===== src/design/spg_pkg.sv =====
// ----------------------------------------------------------------------------
// spg_pkg
// Shared types and constants of the servo PWM generator.
// ----------------------------------------------------------------------------
`default_nettype none

package spg_pkg;

    localparam int unsigned US_W      = 15;
    localparam int unsigned TOP_W     = 16;
    localparam int unsigned WIDTH_W   = 16;
    localparam int unsigned ANGLE_W   = 8;
    localparam int unsigned VALUE_W   = 16;
    localparam int unsigned NUM_W     = 23;  // 180 * 32767 fits in 23 bits
    localparam int unsigned ANGLE_MAX = 180;
    localparam int unsigned QDEPTH    = 2;

    // Division by 180 is a shift right by two followed by a multiply with the
    // rounded-up reciprocal of 45; exact for every dividend below 2^23.
    localparam int unsigned      RECIP_W      = 22;
    localparam int unsigned      DIV180_SHIFT = 27;
    localparam logic [RECIP_W-1:0] DIV180_RECIP = 22'd2982617;

    localparam logic [US_W-1:0]    RST_MIN_US     = 15'd544;
    localparam logic [US_W-1:0]    RST_MAX_US     = 15'd2400;
    localparam logic [US_W-1:0]    RST_DEFAULT_US = 15'd1500;
    localparam logic [TOP_W-1:0]   RST_PERIOD_TOP = 16'd40000;
    localparam logic [WIDTH_W-1:0] RST_WIDTH      = 16'd3000;
    localparam logic [ANGLE_W-1:0] RST_ANGLE      = 8'd92;

    typedef enum logic [1:0] {
        CMD_TICK    = 2'd0,
        CMD_ANGLE   = 2'd1,
        CMD_US      = 2'd2,
        CMD_RESTART = 2'd3
    } t_cmd;

    typedef enum logic [1:0] {
        REG_MIN_US     = 2'd0,
        REG_MAX_US     = 2'd1,
        REG_DEFAULT_US = 2'd2,
        REG_PERIOD_TOP = 2'd3
    } t_reg_idx;

    // Classified work for the back end.
    typedef enum logic [1:0] {
        OP_TICK  = 2'd0,
        OP_ANGLE = 2'd1,
        OP_LOAD  = 2'd2
    } t_op_kind;

    typedef struct packed {
        t_op_kind         kind;
        logic [US_W-1:0]  data;   // clamped angle or final microseconds
    } t_op;

    typedef struct packed {
        logic [US_W-1:0]  min_us;
        logic [US_W-1:0]  max_us;
        logic [US_W-1:0]  default_us;
        logic [TOP_W-1:0] period_top;
    } t_cfg;

endpackage

`default_nettype wire


===== src/design/spg_front.sv =====
// ----------------------------------------------------------------------------
// spg_front
// Accepts commands and turns them into back-end operations.
// ----------------------------------------------------------------------------
`default_nettype none

module spg_front
    import spg_pkg::*;
(
    input  logic                      i_valid,
    output logic                      o_ready,
    input  logic [1:0]                i_command,
    input  logic signed [VALUE_W-1:0] i_value,
    input  t_cfg                      i_cfg,
    input  logic                      i_q_full,
    output logic                      o_push,
    output t_op                       o_op
);

    logic                      w_below_min;
    logic                      w_above_max;
    logic [US_W-1:0]           w_us;
    logic [ANGLE_W-1:0]        w_angle;

    assign o_ready = !i_q_full;
    assign o_push  = i_valid && !i_q_full;

    // Microsecond clamp; a value both below the minimum and above the maximum takes the minimum.
    assign w_below_min = i_value < $signed({1'b0, i_cfg.min_us});
    assign w_above_max = i_value > $signed({1'b0, i_cfg.max_us});
    assign w_us = w_below_min ? i_cfg.min_us :
                  w_above_max ? i_cfg.max_us : i_value[US_W-1:0];

    assign w_angle = i_value[VALUE_W-1] ? '0 :
                     (i_value > $signed(VALUE_W'(ANGLE_MAX))) ? ANGLE_W'(ANGLE_MAX) :
                     i_value[ANGLE_W-1:0];

    always_comb begin
        o_op.kind = OP_TICK;
        o_op.data = '0;
        case (t_cmd'(i_command))
            CMD_TICK: begin
                o_op.kind = OP_TICK;
            end
            CMD_ANGLE: begin
                o_op.kind = OP_ANGLE;
                o_op.data = US_W'(w_angle);
            end
            CMD_US: begin
                o_op.kind = OP_LOAD;
                o_op.data = w_us;
            end
            CMD_RESTART: begin
                o_op.kind = OP_LOAD;
                o_op.data = i_cfg.default_us;
            end
            default: begin
                o_op.kind = OP_TICK;
            end
        endcase
    end

endmodule

`default_nettype wire


===== src/design/spg_queue.sv =====
// ----------------------------------------------------------------------------
// spg_queue
// Short operation queue between the front and the back end.
// ----------------------------------------------------------------------------
`default_nettype none

module spg_queue
    import spg_pkg::*;
(
    input  logic i_clk,
    input  logic i_rst_n,
    input  logic i_push,
    input  t_op  i_op,
    output logic o_full,
    output logic o_valid,
    output t_op  o_op,
    input  logic i_pop
);

    localparam int unsigned PTR_W = $clog2(QDEPTH);
    localparam int unsigned CNT_W = $clog2(QDEPTH + 1);

    t_op              r_slot [QDEPTH];
    logic [PTR_W-1:0] r_wr_ptr;
    logic [PTR_W-1:0] r_rd_ptr;
    logic [CNT_W-1:0] r_count;

    assign o_full  = (r_count == CNT_W'(QDEPTH));
    assign o_valid = (r_count != '0);
    assign o_op    = r_slot[r_rd_ptr];

    always_ff @(posedge i_clk) begin
        if (i_push) begin
            r_slot[r_wr_ptr] <= i_op;
        end
    end

    always_ff @(posedge i_clk) begin
        if (!i_rst_n) begin
            r_wr_ptr <= '0;
            r_rd_ptr <= '0;
            r_count  <= '0;
        end else begin
            if (i_push) begin
                r_wr_ptr <= (r_wr_ptr == PTR_W'(QDEPTH - 1)) ? '0 : r_wr_ptr + 1'b1;
            end
            if (i_pop) begin
                r_rd_ptr <= (r_rd_ptr == PTR_W'(QDEPTH - 1)) ? '0 : r_rd_ptr + 1'b1;
            end
            if (i_push && !i_pop) begin
                r_count <= r_count + 1'b1;
            end else if (!i_push && i_pop) begin
                r_count <= r_count - 1'b1;
            end
        end
    end

endmodule

`default_nettype wire


===== src/design/spg_div.sv =====
// ----------------------------------------------------------------------------
// spg_div
// Restoring divider, one quotient bit per cycle.
// ----------------------------------------------------------------------------
`default_nettype none

module spg_div
    import spg_pkg::*;
(
    input  logic              i_clk,
    input  logic              i_rst_n,
    input  logic              i_start,
    input  logic [NUM_W-1:0]  i_dividend,
    input  logic [US_W-1:0]   i_divisor,
    output logic              o_done,
    output logic [NUM_W-1:0]  o_quotient
);

    localparam int unsigned CNT_W = $clog2(NUM_W);

    logic             r_busy;
    logic             r_done;
    logic [CNT_W-1:0] r_cnt;
    logic [US_W-1:0]  r_rem;
    logic [NUM_W-1:0] r_quo;
    logic [US_W-1:0]  r_den;
    logic [US_W:0]    w_trial;
    logic             w_fit;

    // The dividend shifts out of the top of r_quo while quotient bits enter below.
    assign w_trial    = {r_rem, r_quo[NUM_W-1]};
    assign w_fit      = (w_trial >= {1'b0, r_den});
    assign o_done     = r_done;
    assign o_quotient = r_quo;

    always_ff @(posedge i_clk) begin
        if (i_start) begin
            r_rem <= '0;
            r_quo <= i_dividend;
            r_den <= i_divisor;
        end else if (r_busy) begin
            r_rem <= w_fit ? US_W'(w_trial - {1'b0, r_den}) : w_trial[US_W-1:0];
            r_quo <= {r_quo[NUM_W-2:0], w_fit};
        end
    end

    always_ff @(posedge i_clk) begin
        if (!i_rst_n) begin
            r_busy <= 1'b0;
            r_done <= 1'b0;
            r_cnt  <= '0;
        end else begin
            r_done <= 1'b0;
            if (i_start) begin
                r_busy <= 1'b1;
                r_cnt  <= CNT_W'(NUM_W - 1);
            end else if (r_busy) begin
                r_cnt <= r_cnt - 1'b1;
                if (r_cnt == '0) begin
                    r_busy <= 1'b0;
                    r_done <= 1'b1;
                end
            end
        end
    end

endmodule

`default_nettype wire


===== src/design/spg_back.sv =====
// ----------------------------------------------------------------------------
// spg_back
// Executes operations: PWM counter, pulse scaling, angle readback, result register.
// ----------------------------------------------------------------------------
`default_nettype none

module spg_back
    import spg_pkg::*;
#(
    parameter int unsigned COUNTER_WIDTH = 16
) (
    input  logic               i_clk,
    input  logic               i_rst_n,
    input  t_cfg               i_cfg,
    input  logic               i_op_valid,
    input  t_op                i_op,
    output logic               o_pop,
    output logic               o_valid,
    input  logic               i_ready,
    output logic               o_pwm_level,
    output logic [US_W-1:0]    o_pulse_us,
    output logic [ANGLE_W-1:0] o_angle
);

    localparam int unsigned CMP_W  = (COUNTER_WIDTH > WIDTH_W) ? COUNTER_WIDTH : WIDTH_W;
    localparam int unsigned PROD_W = NUM_W - 2 + RECIP_W;

    typedef enum logic [6:0] {
        S_IDLE  = 7'b0000001,
        S_MUL   = 7'b0000010,
        S_SCALE = 7'b0000100,
        S_READ  = 7'b0001000,
        S_RMUL  = 7'b0010000,
        S_DIV_R = 7'b0100000,
        S_OUT   = 7'b1000000
    } t_state;

    t_state                   r_state;
    t_state                   n_state;
    logic [COUNTER_WIDTH-1:0] r_count;
    logic [WIDTH_W-1:0]       r_active;
    logic [WIDTH_W-1:0]       r_pending;
    logic [ANGLE_W-1:0]       r_readback;
    logic [US_W-1:0]          r_us;
    logic [ANGLE_W-1:0]       r_ang;
    logic [NUM_W-1:0]         r_num;
    logic [PROD_W-1:0]        r_prod;
    logic                     r_out_valid;
    logic                     r_out_level;
    logic [US_W-1:0]          r_out_us;
    logic [ANGLE_W-1:0]       r_out_ang;

    logic                     w_out_free;
    logic                     w_tick;
    logic                     w_wrap;
    logic [COUNTER_WIDTH-1:0] w_count_nx;
    logic [WIDTH_W-1:0]       w_active_nx;
    logic [US_W-1:0]          w_span;
    logic [US_W:0]            w_sum;
    logic                     w_div_start;
    logic                     w_div_done;
    logic [NUM_W-1:0]         w_div_quo;
    logic                     w_out_write;

    assign w_out_free = !r_out_valid || i_ready;
    assign w_tick     = (r_state == S_IDLE) && i_op_valid && (i_op.kind == OP_TICK)
                        && w_out_free;
    assign o_pop      = w_tick || ((r_state == S_IDLE) && i_op_valid
                        && (i_op.kind != OP_TICK));

    // Fast PWM: wrap past the top value and load the pending width at the wrap.
    assign w_wrap      = CMP_W'(r_count) >= CMP_W'(i_cfg.period_top);
    assign w_count_nx  = w_wrap ? '0 : r_count + 1'b1;
    assign w_active_nx = w_wrap ? r_pending : r_active;

    assign w_span = (i_cfg.max_us >= i_cfg.min_us) ? i_cfg.max_us - i_cfg.min_us : '0;
    // The scaled angle term is the product bits above the reciprocal's shift.
    assign w_sum  = {1'b0, i_cfg.min_us} + {1'b0, r_prod[DIV180_SHIFT +: US_W]};

    assign w_div_start = (r_state == S_RMUL);
    assign w_out_write = w_tick || ((r_state == S_OUT) && w_out_free);

    spg_div u_div (
        .i_clk      (i_clk),
        .i_rst_n    (i_rst_n),
        .i_start    (w_div_start),
        .i_dividend (r_num),
        .i_divisor  (w_span),
        .o_done     (w_div_done),
        .o_quotient (w_div_quo)
    );

    always_comb begin
        n_state = r_state;
        case (r_state)
            S_IDLE: begin
                if (i_op_valid && (i_op.kind == OP_ANGLE)) begin
                    n_state = S_MUL;
                end else if (i_op_valid && (i_op.kind == OP_LOAD)) begin
                    n_state = S_READ;
                end
            end
            S_MUL:   n_state = S_SCALE;
            S_SCALE: n_state = S_READ;
            S_READ: begin
                if ((r_us <= i_cfg.min_us) || (i_cfg.max_us <= i_cfg.min_us)) begin
                    n_state = S_OUT;
                end else begin
                    n_state = S_RMUL;
                end
            end
            S_RMUL:  n_state = S_DIV_R;
            S_DIV_R: n_state = w_div_done ? S_OUT : S_DIV_R;
            S_OUT:   n_state = w_out_free ? S_IDLE : S_OUT;
            default: n_state = S_IDLE;
        endcase
    end

    // Working values of a set operation.
    always_ff @(posedge i_clk) begin
        case (r_state)
            S_IDLE: begin
                if (i_op_valid && (i_op.kind == OP_ANGLE)) begin
                    r_num <= NUM_W'(w_span) * NUM_W'(i_op.data[ANGLE_W-1:0]);
                end
                r_us <= i_op.data;
            end
            S_MUL: begin
                r_prod <= PROD_W'(r_num[NUM_W-1:2]) * PROD_W'(DIV180_RECIP);
            end
            S_SCALE: begin
                r_us <= (w_sum > {1'b0, i_cfg.max_us}) ? i_cfg.max_us : w_sum[US_W-1:0];
            end
            S_READ: begin
                if (r_us <= i_cfg.min_us) begin
                    r_ang <= '0;
                end else if (i_cfg.max_us <= i_cfg.min_us) begin
                    r_ang <= ANGLE_W'(ANGLE_MAX);
                end
                r_num <= NUM_W'(r_us - i_cfg.min_us) * NUM_W'(ANGLE_MAX);
            end
            S_DIV_R: begin
                if (w_div_done) begin
                    r_ang <= (w_div_quo > NUM_W'(ANGLE_MAX)) ? ANGLE_W'(ANGLE_MAX)
                                                             : w_div_quo[ANGLE_W-1:0];
                end
            end
            default: begin
            end
        endcase
    end

    always_ff @(posedge i_clk) begin
        if (!i_rst_n) begin
            r_state     <= S_IDLE;
            r_count     <= '0;
            r_active    <= RST_WIDTH;
            r_pending   <= RST_WIDTH;
            r_readback  <= RST_ANGLE;
            r_out_valid <= 1'b0;
        end else begin
            r_state <= n_state;
            if (w_tick) begin
                r_count  <= w_count_nx;
                r_active <= w_active_nx;
            end
            if ((r_state == S_OUT) && w_out_free) begin
                r_pending  <= {r_us, 1'b0};
                r_readback <= r_ang;
            end
            if (w_out_write) begin
                r_out_valid <= 1'b1;
            end else if (i_ready) begin
                r_out_valid <= 1'b0;
            end
        end
    end

    // Result register; a set operation leaves the counter alone.
    always_ff @(posedge i_clk) begin
        if (w_tick) begin
            r_out_level <= CMP_W'(w_count_nx) < CMP_W'(w_active_nx);
            r_out_us    <= r_pending[WIDTH_W-1:1];
            r_out_ang   <= r_readback;
        end else if (w_out_write) begin
            r_out_level <= CMP_W'(r_count) < CMP_W'(r_active);
            r_out_us    <= r_us;
            r_out_ang   <= r_ang;
        end
    end

    assign o_valid     = r_out_valid;
    assign o_pwm_level = r_out_level;
    assign o_pulse_us  = r_out_us;
    assign o_angle     = r_out_ang;

endmodule

`default_nettype wire


===== src/design/servo_pwm_generator_top.sv =====
// ----------------------------------------------------------------------------
// servo_pwm_generator_top
// One-channel RC servo pulse generator with a command stream and APB registers.
// ----------------------------------------------------------------------------
// Usage:
// Commands enter on i_valid/o_ready: a 2 MHz tick, set angle, set microseconds
// or restart. Every transfer in produces exactly one result transfer on
// o_valid/i_ready carrying the output level, the commanded pulse in
// microseconds and the readback angle.
// A tick result passes through the queue and the result register, and ticks
// are taken one per cycle while the receiver keeps up and no set command is
// in progress. A set microseconds or restart command passes the readback step
// and goes straight to the result when the readback is 0 or 180 outright,
// otherwise through the serial divider of the angle readback. A set angle
// command first adds the reciprocal scaling of the angle, multiply then scale.
// A two-entry queue sits between command decode and execution, so commands
// are still accepted while the back end is busy or a result waits for the
// receiver; o_ready drops only when the queue is full.
// Reset restores the register defaults, clears the counter and loads a
// 1500 us pulse with a readback angle of 92. Registers must be written over APB
// only while no command is in flight; the block itself does not enforce this.
// ----------------------------------------------------------------------------
`default_nettype none

module servo_pwm_generator_top
    import spg_pkg::*;
#(
    parameter int unsigned COUNTER_WIDTH = 16
) (
    input  logic                      i_clk,
    input  logic                      i_rst_n,
    input  logic                      i_psel,
    input  logic                      i_penable,
    input  logic                      i_pwrite,
    input  logic [3:0]                i_paddr,
    input  logic [31:0]               i_pwdata,
    output logic [31:0]               o_prdata,
    output logic                      o_pready,
    input  logic                      i_valid,
    output logic                      o_ready,
    input  logic [1:0]                i_command,
    input  logic signed [VALUE_W-1:0] i_value,
    output logic                      o_valid,
    input  logic                      i_ready,
    output logic                      o_pwm_level,
    output logic [US_W-1:0]           o_pulse_us,
    output logic [ANGLE_W-1:0]        o_angle
);

    t_cfg     r_cfg;
    t_reg_idx w_idx;
    logic     w_wr;
    logic     w_push;
    t_op      w_push_op;
    logic     w_q_full;
    logic     w_q_valid;
    t_op      w_q_op;
    logic     w_pop;

    assign o_pready = 1'b1;
    assign w_idx    = t_reg_idx'(i_paddr[3:2]);
    assign w_wr     = i_psel && i_penable && i_pwrite;

    always_ff @(posedge i_clk) begin
        if (!i_rst_n) begin
            r_cfg.min_us     <= RST_MIN_US;
            r_cfg.max_us     <= RST_MAX_US;
            r_cfg.default_us <= RST_DEFAULT_US;
            r_cfg.period_top <= RST_PERIOD_TOP;
        end else if (w_wr) begin
            case (w_idx)
                REG_MIN_US:     r_cfg.min_us     <= i_pwdata[US_W-1:0];
                REG_MAX_US:     r_cfg.max_us     <= i_pwdata[US_W-1:0];
                REG_DEFAULT_US: r_cfg.default_us <= i_pwdata[US_W-1:0];
                REG_PERIOD_TOP: r_cfg.period_top <= i_pwdata[TOP_W-1:0];
                default: begin
                end
            endcase
        end
    end

    always_comb begin
        case (w_idx)
            REG_MIN_US:     o_prdata = 32'(r_cfg.min_us);
            REG_MAX_US:     o_prdata = 32'(r_cfg.max_us);
            REG_DEFAULT_US: o_prdata = 32'(r_cfg.default_us);
            REG_PERIOD_TOP: o_prdata = 32'(r_cfg.period_top);
            default:        o_prdata = '0;
        endcase
    end

    spg_front u_front (
        .i_valid   (i_valid),
        .o_ready   (o_ready),
        .i_command (i_command),
        .i_value   (i_value),
        .i_cfg     (r_cfg),
        .i_q_full  (w_q_full),
        .o_push    (w_push),
        .o_op      (w_push_op)
    );

    spg_queue u_queue (
        .i_clk   (i_clk),
        .i_rst_n (i_rst_n),
        .i_push  (w_push),
        .i_op    (w_push_op),
        .o_full  (w_q_full),
        .o_valid (w_q_valid),
        .o_op    (w_q_op),
        .i_pop   (w_pop)
    );

    spg_back #(
        .COUNTER_WIDTH (COUNTER_WIDTH)
    ) u_back (
        .i_clk       (i_clk),
        .i_rst_n     (i_rst_n),
        .i_cfg       (r_cfg),
        .i_op_valid  (w_q_valid),
        .i_op        (w_q_op),
        .o_pop       (w_pop),
        .o_valid     (o_valid),
        .i_ready     (i_ready),
        .o_pwm_level (o_pwm_level),
        .o_pulse_us  (o_pulse_us),
        .o_angle     (o_angle)
    );

endmodule

`default_nettype wire


===== config.mk =====
export PLATFORM = sky130hd
export DESIGN_NAME = servo_pwm_generator_top
export DESIGN_NICKNAME = d
export VERILOG_FILES = /design/src/design/spg_pkg.sv /design/src/design/spg_front.sv /design/src/design/spg_queue.sv /design/src/design/spg_div.sv /design/src/design/spg_back.sv /design/src/design/servo_pwm_generator_top.sv
export SDC_FILE = /design/constraint.sdc
export NUM_CORES = 2
export LEC_CHECK = 0
export BUFFER_PORTS_ARGS = -buffer_cell sky130_fd_sc_hd__buf_4
export CORE_MARGIN = 2
export CORE_UTILIZATION = 60
export DETAILED_ROUTE_END_ITERATION = 6
export GPL_TIMING_DRIVEN = 0
export PLACE_DENSITY = 0.84
export SLEW_MARGIN = 0
export SYNTH_ARGS = -nofsm -noshare
export SYNTH_HDL_FRONTEND = slang
export SYNTH_SLANG_ARGS = --single-unit

===== constraint.sdc =====
create_clock -name i_clk -period 11.7 [get_ports i_clk]
set_input_delay 1.755 -clock i_clk [delete_from_list [all_inputs] [get_ports i_clk]]
set_output_delay 1.755 -clock i_clk [all_outputs]
set_load 0.02 [all_outputs]

==> key figures <==
Status
  • Status: finished, final reports clean

Timing
  • Slew @ Worst Pin: roughly 1.3 ns
  • Fin crit share: 0.774
  • Post-layout min period: roughly 9.1 ns
  • Final WS setup: approximately 2.6 ns
  • Fin. Hold Viols: 0
  • Final hold slack: approximately 0.45 ns
  • Count of final max-slew check failures: 0
  • Slew HR: 0.151
  • Fmax: roughly 0.11 GHz
  • Max Clock Skew: 0.0172 ns
  • RSZ-0062 raised after global routing: false
  • TNS Setup: 0 ns
  • Endpoints failing setup: 0

Setup path
  • Startpoint types: register
  • CP Buf/Inv Count: 4
  • Worst r2r src: r_cfg[46]
  • Critical Path RT: between 10 and 15 ns
  • Reg2reg setup slack: between 2 and 3 ns
  • FF-to-FF End: u_back.r_num[22]
  • Reg2Reg Depth: 29
  • Max incr delay on CP: between 0.7 and 0.8 ns
  • CP max-delay cell: dfxtp_1
  • Worst EP arrival: between 9 and 10 ns
  • CP endpoint kind: register
  • Worst-path fanout max: 9
  • CP top delay family: compound AO/OA/AOI/OAI gates
  • Crit Path Class: reg2reg

Clock network
  • # hold bufs at CTS: 0
  • Clock sink count: around 300
  • CTS Buf Count: 34
  • Clk slew on worst S/H paths: approximately 0.06 ns
  • Cts repair resizes: 0
  • Clock Latency Late Sink: 0.54 ns
  • Clk buf depth: 3
  • Setup bufs post-CTS: 0
  • CTS Root Cell: clkbuf_16
  • CTS H-tree lvls: 2
  • TritonCTS clock tree: built

Final layout
  • Area grow syn2layout: 8.85%
  • Proportion of layout cells with a drive suffix above 1: 0.0640
  • Number of diodes: 0
  • Final #Nets: slightly above 4,000
  • Non-Filler Instances: 4,086

Yosys
  • Dominant synthesized flop cell: edfxtp_1
  • Ranking of synthesized cells by area: ha_1 17%, edfxtp_1 16%, fa_1 16%
  • Yosys top cell area share: 0.172
  • Synth top cells by count: 477 x inv_1, 411 x ha_1, 405 x nand2_1
  • Cells after Synth: between 3,000 and 4,000
  • Mapped Area: approximately 30,000 um2
  • Synth Register Bits: roughly 310
  • Synth warnings: 0
  • Distinct cells, synth: 89
  • Async S/R FF share, synth: 0
  • Yosys top cell by area: ha_1
  • Sequential fraction of the synthesis area: 0.258
  • Post-synth EDFFs: about 160
  • Count leader, synth: inv_1
  • Avg Inst Size Synth: 9.19 um2

Floorplan
  • # rows: ~80
  • Initial Util: 0.610
  • Core footprint: approximately 49,000 um2
  • Boundary Pins: between 100 and 150
  • Die Height: 228 um
  • Die area: between 50,000 and 60,000 um2
  • Width of the die: around 230 um

Placed design
  • Worst slack at placement: 2.98 ns
  • RePlAce Congestion: between 1 and 1.5
  • IO buf count: 83
  • DP HPWL: approximately 70 mm
  • Dpl cells: 4,025

Route
  • Routed vias/inst: roughly 6.0
  • Pre-Repair DR Iteration Count: 6
  • Drt wl/cell: approximately 21 um
  • Final antenna-violating net count: 0
  • Final WL: around 84 mm
  • DRC: 0
  • Vias: between 20,000 and 25,000
  • Initial drt markers: 2,373

Hold path
  • Hold endpoint: u_back.r_active[12]
  • Hold Startpoint: u_back.r_active[12]
  • Hold Crit Depth: 2
  • Hold crit path type: reg2reg

Global route
  • Largest net degree at the start of global routing: 25
  • Vias in the first global route: between 20,000 and 25,000
  • Initial antenna violation count: 4
  • Tot GR Track Use: 0.332
  • First-pass GRT wire length: between 100 and 150 mm
  • Overflow after GRT: 0

Run
  • Max-Cap Viols: 0
## cell usage in the layout, fill, tap and decap left out, types with 16 or more instances in the layout
| cell | instances |
|---|---|
| xnor2_1 | 68 |
| nor2_1 | 236 |
| nand2_1 | 405 |
| o21ai_0 | 110 |
| buf_4 | 102 |
| edfxtp_1 | 157 |
| fa_1 | 234 |
| clkbuf_1 | 80 |
| xor2_1 | 35 |
| inv_1 | 477 |
| dfxtp_1 | 151 |
| a21o_1 | 65 |
| a21oi_1 | 124 |
| conb_1 | 17 |
| and3_1 | 27 |
| o21bai_1 | 16 |
| o21a_1 | 24 |
| nand3_1 | 57 |
| ha_1 | 411 |
| a211oi_1 | 16 |
| o211ai_1 | 28 |
| mux2i_1 | 51 |
| clkbuf_16 | 35 |
| a21boi_0 | 80 |
| or3_1 | 17 |
| nand4_1 | 26 |
| nand2b_1 | 20 |
| nor3_1 | 58 |
| nor2b_1 | 35 |
## how the worst max path moves through the flow
| stage | start | end | slack, ns | cells after the start |
|---|---|---|---|---|
| 3_3_place_gp | r_cfg[46] | u_back.r_num[22] | 3.09 | 29 |
| 3_5_place_dp | r_cfg[46] | u_back.r_num[22] | 2.98 | 29 |
| 6_report | r_cfg[46] | u_back.r_num[22] | 2.65 | 29 |
| 5_1_grt | r_cfg[46] | u_back.r_num[22] | 2.29 | 29 |
| 2_1_floorplan | r_cfg[46] | u_back.r_num[22] | 4.42 | 29 |
| 4_1_cts | r_cfg[46] | u_back.r_num[22] | 2.92 | 29 |
## area by class of cell
| cell class | instances | area [um2] |
|---|---|---|
| multi-input cells | 2380 | 20000 |
| clock buffers | 42 | 942 |
| flip-flops and latches | 308 | 7740 |
| repair buffers | 85 | 649 |
| plain buffers | 111 | 503 |
| well taps | 664 | 831 |
| fillers | 3819 | 16500 |
| clock inverters | 19 | 161 |
| inverters | 477 | 1790 |
## layer usage
| layer | part of all wire | GRT usage | vias to the layer above |
|---|---|---|---|
| li1 | - | - | 11309 |
| met1 | 0.41 | 0.460 | 11782 |
| met2 | 0.43 | 0.507 | 1326 |
| met3 | 0.12 | 0.0718 | 257 |
| met4 | 0.044 | 0.132 | 2 |
| met5 | 0.00015 | 0 | - |
## state kept, by name, indices dropped and copies added, names as in the netlist, 7 cells and up, named ones only
name / flops
u_back.r_num: 23
u_back.u_div.r_den: 15
u_back.u_div.r_rem: 15
u_back.r_pending: 15
u_back.r_readback: 8
r_cfg: 61
u_back.r_prod: 15
u_back.o_angle: 8
u_back.r_active: 16
u_back.u_div.o_quotient: 23
u_back.r_ang: 8
u_back.r_count: 16
u_back.r_state: 7
u_queue.r_slot: 34
u_back.r_us: 15
u_back.o_pulse_us: 15
## worst min-delay path, cell delays in order, from the launching register on
cell      delay [ns]
dfxtp_1         0.31
nand2_1         0.05
a21boi_1        0.05
## logic make-up (layout without fill, tap and decap cells)
group                    Yosys count  after routing  synth area share
AND/OR/NAND/NOR                  969            969             0.148
adder cells (fa/ha/maj)          645            645             0.328
buffers and inverters            588            734            0.0765
AO/OA/AOI/OAI                    575            575             0.129
flip-flops                       308            308             0.258
XOR/XNOR                         103            103            0.0301
multiplexers                      71             71            0.0302
other                              2             17          0.000251
## through the flow
stage,utilization,area [um2]
floorplan,-,30000
global placement,0.641,31500
detailed placement,0.641,31500
CTS,0.664,32600
global route,0.664,32600
finish,0.664,32600
Power is left out: the tool's default activity adds up to more than one toggle a clock period on the data nets, which glitch-free logic cannot reach.
